### src/rtl/mafm_ram.sv
// Generic simple dual-port RAM with one write port and a registered read port.
// Reading and writing one address at the same edge returns the old contents.
// No dependencies.
`timescale 1ns / 1ps

module mafm_ram #(
	parameter int WIDTH = 8,
	parameter int DEPTH = 256
) (
	input  logic                     clk,
	input  logic                     wr_en,
	input  logic [$clog2(DEPTH)-1:0] wr_addr,
	input  logic [WIDTH-1:0]         wr_data,
	input  logic                     rd_en,
	input  logic [$clog2(DEPTH)-1:0] rd_addr,
	output logic [WIDTH-1:0]         rd_data
);

	logic [WIDTH-1:0] mem [DEPTH];

	always_ff @(posedge clk) begin
		if (wr_en) begin
			mem[wr_addr] <= wr_data;
		end
	end

	always_ff @(posedge clk) begin
		if (rd_en) begin
			rd_data <= mem[rd_addr];
		end
	end

endmodule

### config.mk
export PLATFORM = sky130hd
export DESIGN_NAME = mafm_ram
export DESIGN_NICKNAME = d
export VERILOG_FILES = /design/src/rtl/mafm_ram.sv
export SDC_FILE = /design/constraint.sdc
export NUM_CORES = 2
export LEC_CHECK = 0
export BUFFER_PORTS_ARGS = -buffer_cell sky130_fd_sc_hd__buf_2
export CORE_AREA = 2 2 568 570
export CTS_CLUSTER_DIAMETER = 100
export DETAILED_ROUTE_END_ITERATION = 10
export DIE_AREA = 0 0 570 572
export SLEW_MARGIN = 20
export SYNTH_ARGS = -nofsm -noshare
export SYNTH_HDL_FRONTEND = slang
export SYNTH_SLANG_ARGS = --single-unit
### constraint.sdc
create_clock -name clk -period 5.35 [get_ports clk]
set_clock_uncertainty 0.1 [all_clocks]
set_input_delay 1.07 -clock clk [delete_from_list [all_inputs] [get_ports clk]]
set_output_delay 1.07 -clock clk [all_outputs]
set_load 0.005 [all_outputs]
# --- Yosys cells after proc, flatten, opt, wreduce, memory -nomap -nowiden ---
# Memories as Yosys holds them, arrays and structs flattened. A register that Yosys moved wholly into a read port is not among the register bits.
# Index checks and enable logic that the tools add are counted.
word_totals:
  regBits: 0
  mem_bits_rw: 2048
  out_inout_bits: 8
  elab_cells: 3
  memories: 1
memory_table:
  columns: ["name", "words", "width", "rd", "rd_clocked_by_memory_dff", "write_ports", "line", "source"]
  rows:
  - ["mem", 256, 8, 1, 1, 1, "19", "logic [WIDTH-1:0] mem [DEPTH];"]
classes:
  n_mux: 2
op_table:
  columns: ["operator", "count"]
  rows:
  - ["1-bit two-way mux", 2]

# --- Depth between registers and ports, before layout ---
logic_depth:
  word_depth: 2
  ltp_mapped: 11
  ltp_nobuf: 6

# --- Least setup slack after synthesis ---
# No wires, ideal clock.
synth_timing:
  path_type: "input-to-reg"
  startpoint: "in rd_addr[0]"
  endpoint: "reg rd_data[2] (read register of mem), data pin"
  setup_time_ns: 0.269
  arrival_time_ns: 2.877
  t_required_ns: 4.981
  slack_ns: 2.104
  stages: 9
  path_cell_list: "buf_6 -> buf_12 -> buf_8 -> buf_2 -> mux4_2 -> a22oi_1 -> a21oi_1 -> nor4_1 -> nor4_2"
synth_lines:
  columns: ["element", "line", "source"]
  rows:
  - ["start: declaration", "15", "input logic [$clog2(DEPTH)-1:0] rd_addr,"]
  - ["end: declaration", "16", "output logic [WIDTH-1:0] rd_data"]

==> flow_metrics.tcl <==
set metrics [dict create \
    outcome "finished clean" \
    timing.fmax_ghz 0.255 \
    layout_setup_ws_ns 1.44 \
    die_area_um2 326000 \
    worstPathMaxFanout 71 \
    cts.clk_slew.worst_paths_ns 0.06 \
    required_ns 5.82 \
    grtUsageMet1 0.164 \
    grt_pass1_vias 39000 \
    tns_ns 0 \
    max_stage_delay_ns 0.99 \
    relSlewSlack 0.202 \
    cts_root_buf "clkbuf_16" \
    yosysWarnings 0 \
    worst_pin_slew_ns 1.20 \
    cap_violations 0 \
    worst_path_most_repeated_cell "buf_4" \
    grt_start_max_net_pins 157 \
    dp_hpwl_mm 128 \
    power.density_nw_per_um2 361 \
    cp_num_cells 8 \
    yosys.area_share.simple 0.0263 \
    area_growth_pct 14.7 \
    cts.sinks 2056 \
    post_cts_buffers 0 \
    yosys.area_share.xor_xnor 0 \
    portBuffers 34 \
    r2r_start "mem[135][1]" \
    leakage_nw 27.3 \
    yosysTopAreaCell "edfxtp_1" \
    synth_top_family_by_area "multiplexers" \
    avgSynthCellArea_um2 21.3 \
    whs_ns 0.555 \
    totalPowerFinal_w 0.0330 \
    met3_usage 0.0240 \
    cpLargestDelayFamily "buffers and inverters" \
    start_util 0.249 \
    worstSkewPairLatency_ns 0.87 \
    synth_edf_count 2056 \
    rows 208 \
    holdPathEnd "rd_data[7]" \
    core_area_um2 320000 \
    reg2reg_slack_ns 2.44 \
    cp_num_buf_inv 3 \
    design.final.nets 3899 \
    viasPerCell 4.73 \
    drt-initial-drc-count 5081 \
    antenna_found_initial 17 \
    final-max-slew-violation-count 0 \
    cp_slowest_cell "nor4_1" \
    crit_type "primary input to register" \
    track_usage 0.123 \
    overflow 0 \
    hold_viol 0 \
    dpl_cell_area_um2 85100 \
    synthArstFlopShare 0 \
    nFillCells 30900 \
    setup_violations 0 \
    drc 0 \
    yosys-top-cells-area "edfxtp_1 (78%), mux4_2 (13%), mux2i_1 (1.7%)" \
    rr_endpoint "rd_data[1]" \
    netlist.area_leader.share 0.775 \
    gp_congestion 0.902 \
    synth_ff_type "edfxtp_1" \
    ys_seq_area_frac 0.775 \
    syn_area_um2 79600 \
    drt-pass1-iter-count 6 \
    worstRegToRegCells 6 \
    hold_class "primary input to register" \
    pin_count 35 \
    hp-start "rd_en" \
    timing.final.crit_share 0.732 \
    routed-via-count 39000 \
    layout_commonest_cell "edfxtp_1" \
    die_w_um 570 \
    ant_nets 0 \
    rsz0062_at_grt "false" \
    endpoint_kind "register" \
    grtUsageMet2 0.200 \
    mostFrequentLayoutCells "edfxtp_1 (2,056), mux4_2 (454), nor2_1 (279), clkbuf_16 (196), mux2i_1 (134)" \
    chipHeight_um 572 \
    syn_nets 3760 \
    syn_inst 3733 \
    finalWirelength_mm 205 \
    path_cells "buf_8, buf_4, buf_4, mux4_2, a22oi_1, a21oi_1, nor4_1, nor4_2" \
    wl_per_cell_um 24.9 \
    whs_path_depth 1 \
    pre_cts_ws_ns 0.552 \
    start_kind "primary input" \
    synth.distinct_cells 54 \
    ys_seq_elements 2056 \
    cts_tree "yes" \
    numCtsBuffers 196 \
    cts_hold_buf 0 \
    grt_pass1_wl_mm 292 \
    cts_resized 0 \
    cts_max_path_buffers 3 \
    synth_fa_ha_area_frac 0 \
    peakVddDrop_mv 0.355 \
    period_needed_ns 3.91 \
    layout-drive-gt1-share 0.228 \
    arrival_ns 4.39 \
    top_usage_layer "met2" \
    synth_compound_area_frac 0.0342 \
    final_design_area_no_fill_um2 91400 \
    synth_mux_area_frac 0.146 \
    htree_levels 4 \
]
## area by class of cell
cell class | instances | area, um2 | share of cell area
clock inverter | 127 | 1190 | 0.0130
inverter | 2 | 7.51 | 0.0000822
antenna | 9 | 22.5 | 0.000247
clock buffer | 233 | 5040 | 0.0552
multi-input combinational | 1442 | 16500 | 0.180
tap | 4200 | 5260 | 0.0575
sequential | 2056 | 61700 | 0.676
timing repair buffer | 174 | 1610 | 0.0177
## metrics by stage
stage	cells	util
6_report	8243	0.286
5_1_grt	8243	0.286
2_1_floorplan	3733	-
3_3_place_gp	7874	0.266
4_1_cts	8234	0.286
3_5_place_dp	7874	0.266
## logic make-up after synthesis
| family | count (synthesis) |
|---|---|
| DFF | 2056 |
| muxes | 591 |
| and+or+nand+nor | 466 |
| AOI/OAI and AO/OA | 385 |
| buffers and inverters | 235 |
## flip-flops by register name (all words and copies together), names as in the netlist
register / count
mem: 2048
rd_data: 8
## Yosys cell counts, drive strengths merged, types with 22 or more instances
library cell  number
edfxtp          2056
mux4             456
nor2             282
mux2i            134
a22oi            133
buf              122
clkbuf           111
a21oi             96
o221ai            47
nand3             34
nand2             33
nor2b             31
o22ai             28
nor4              27
nor3              22
## worst reg2reg max path: cells and delay by family, from the launching register on
kind            cells  cell delay [ns]
mux                 2             1.06
simple gates        3             1.02
compound gates      1             0.10
flops               1             0.36
## layer usage
metal  up-vias  part of all wire  wire, um
met4         0             0.036      7370
li1      16000                 -         -
met1     20900              0.40     82600
met3       310             0.081     16500
met5         -                 0         0
met2      1769              0.48     98800
## power by group
part | total (W) | switching [W] | leakage [nW] | internal (W)
Combinational | 0.00163 | 0.00108 | 5.75 | 0.000553
Clock | 0.0136 | 0.00610 | 3.02 | 0.00745
Sequential | 0.0178 | 0.0000261 | 18.5 | 0.0178
## worst max-delay path by stage
stage	from	endpoint	slack, ns
after detailed placement	rd_addr[2]	rd_data[7]	0.55
after floorplan	rd_addr[0]	rd_data[2]	2.10
after CTS	rd_addr[2]	rd_data[7]	1.48
after global routing	rd_addr[2]	rd_data[7]	1.45
after global placement	rd_addr[2]	rd_data[7]	0.60
final	rd_addr[1]	rd_data[6]	1.44
(Power assumes the default switching activity.)
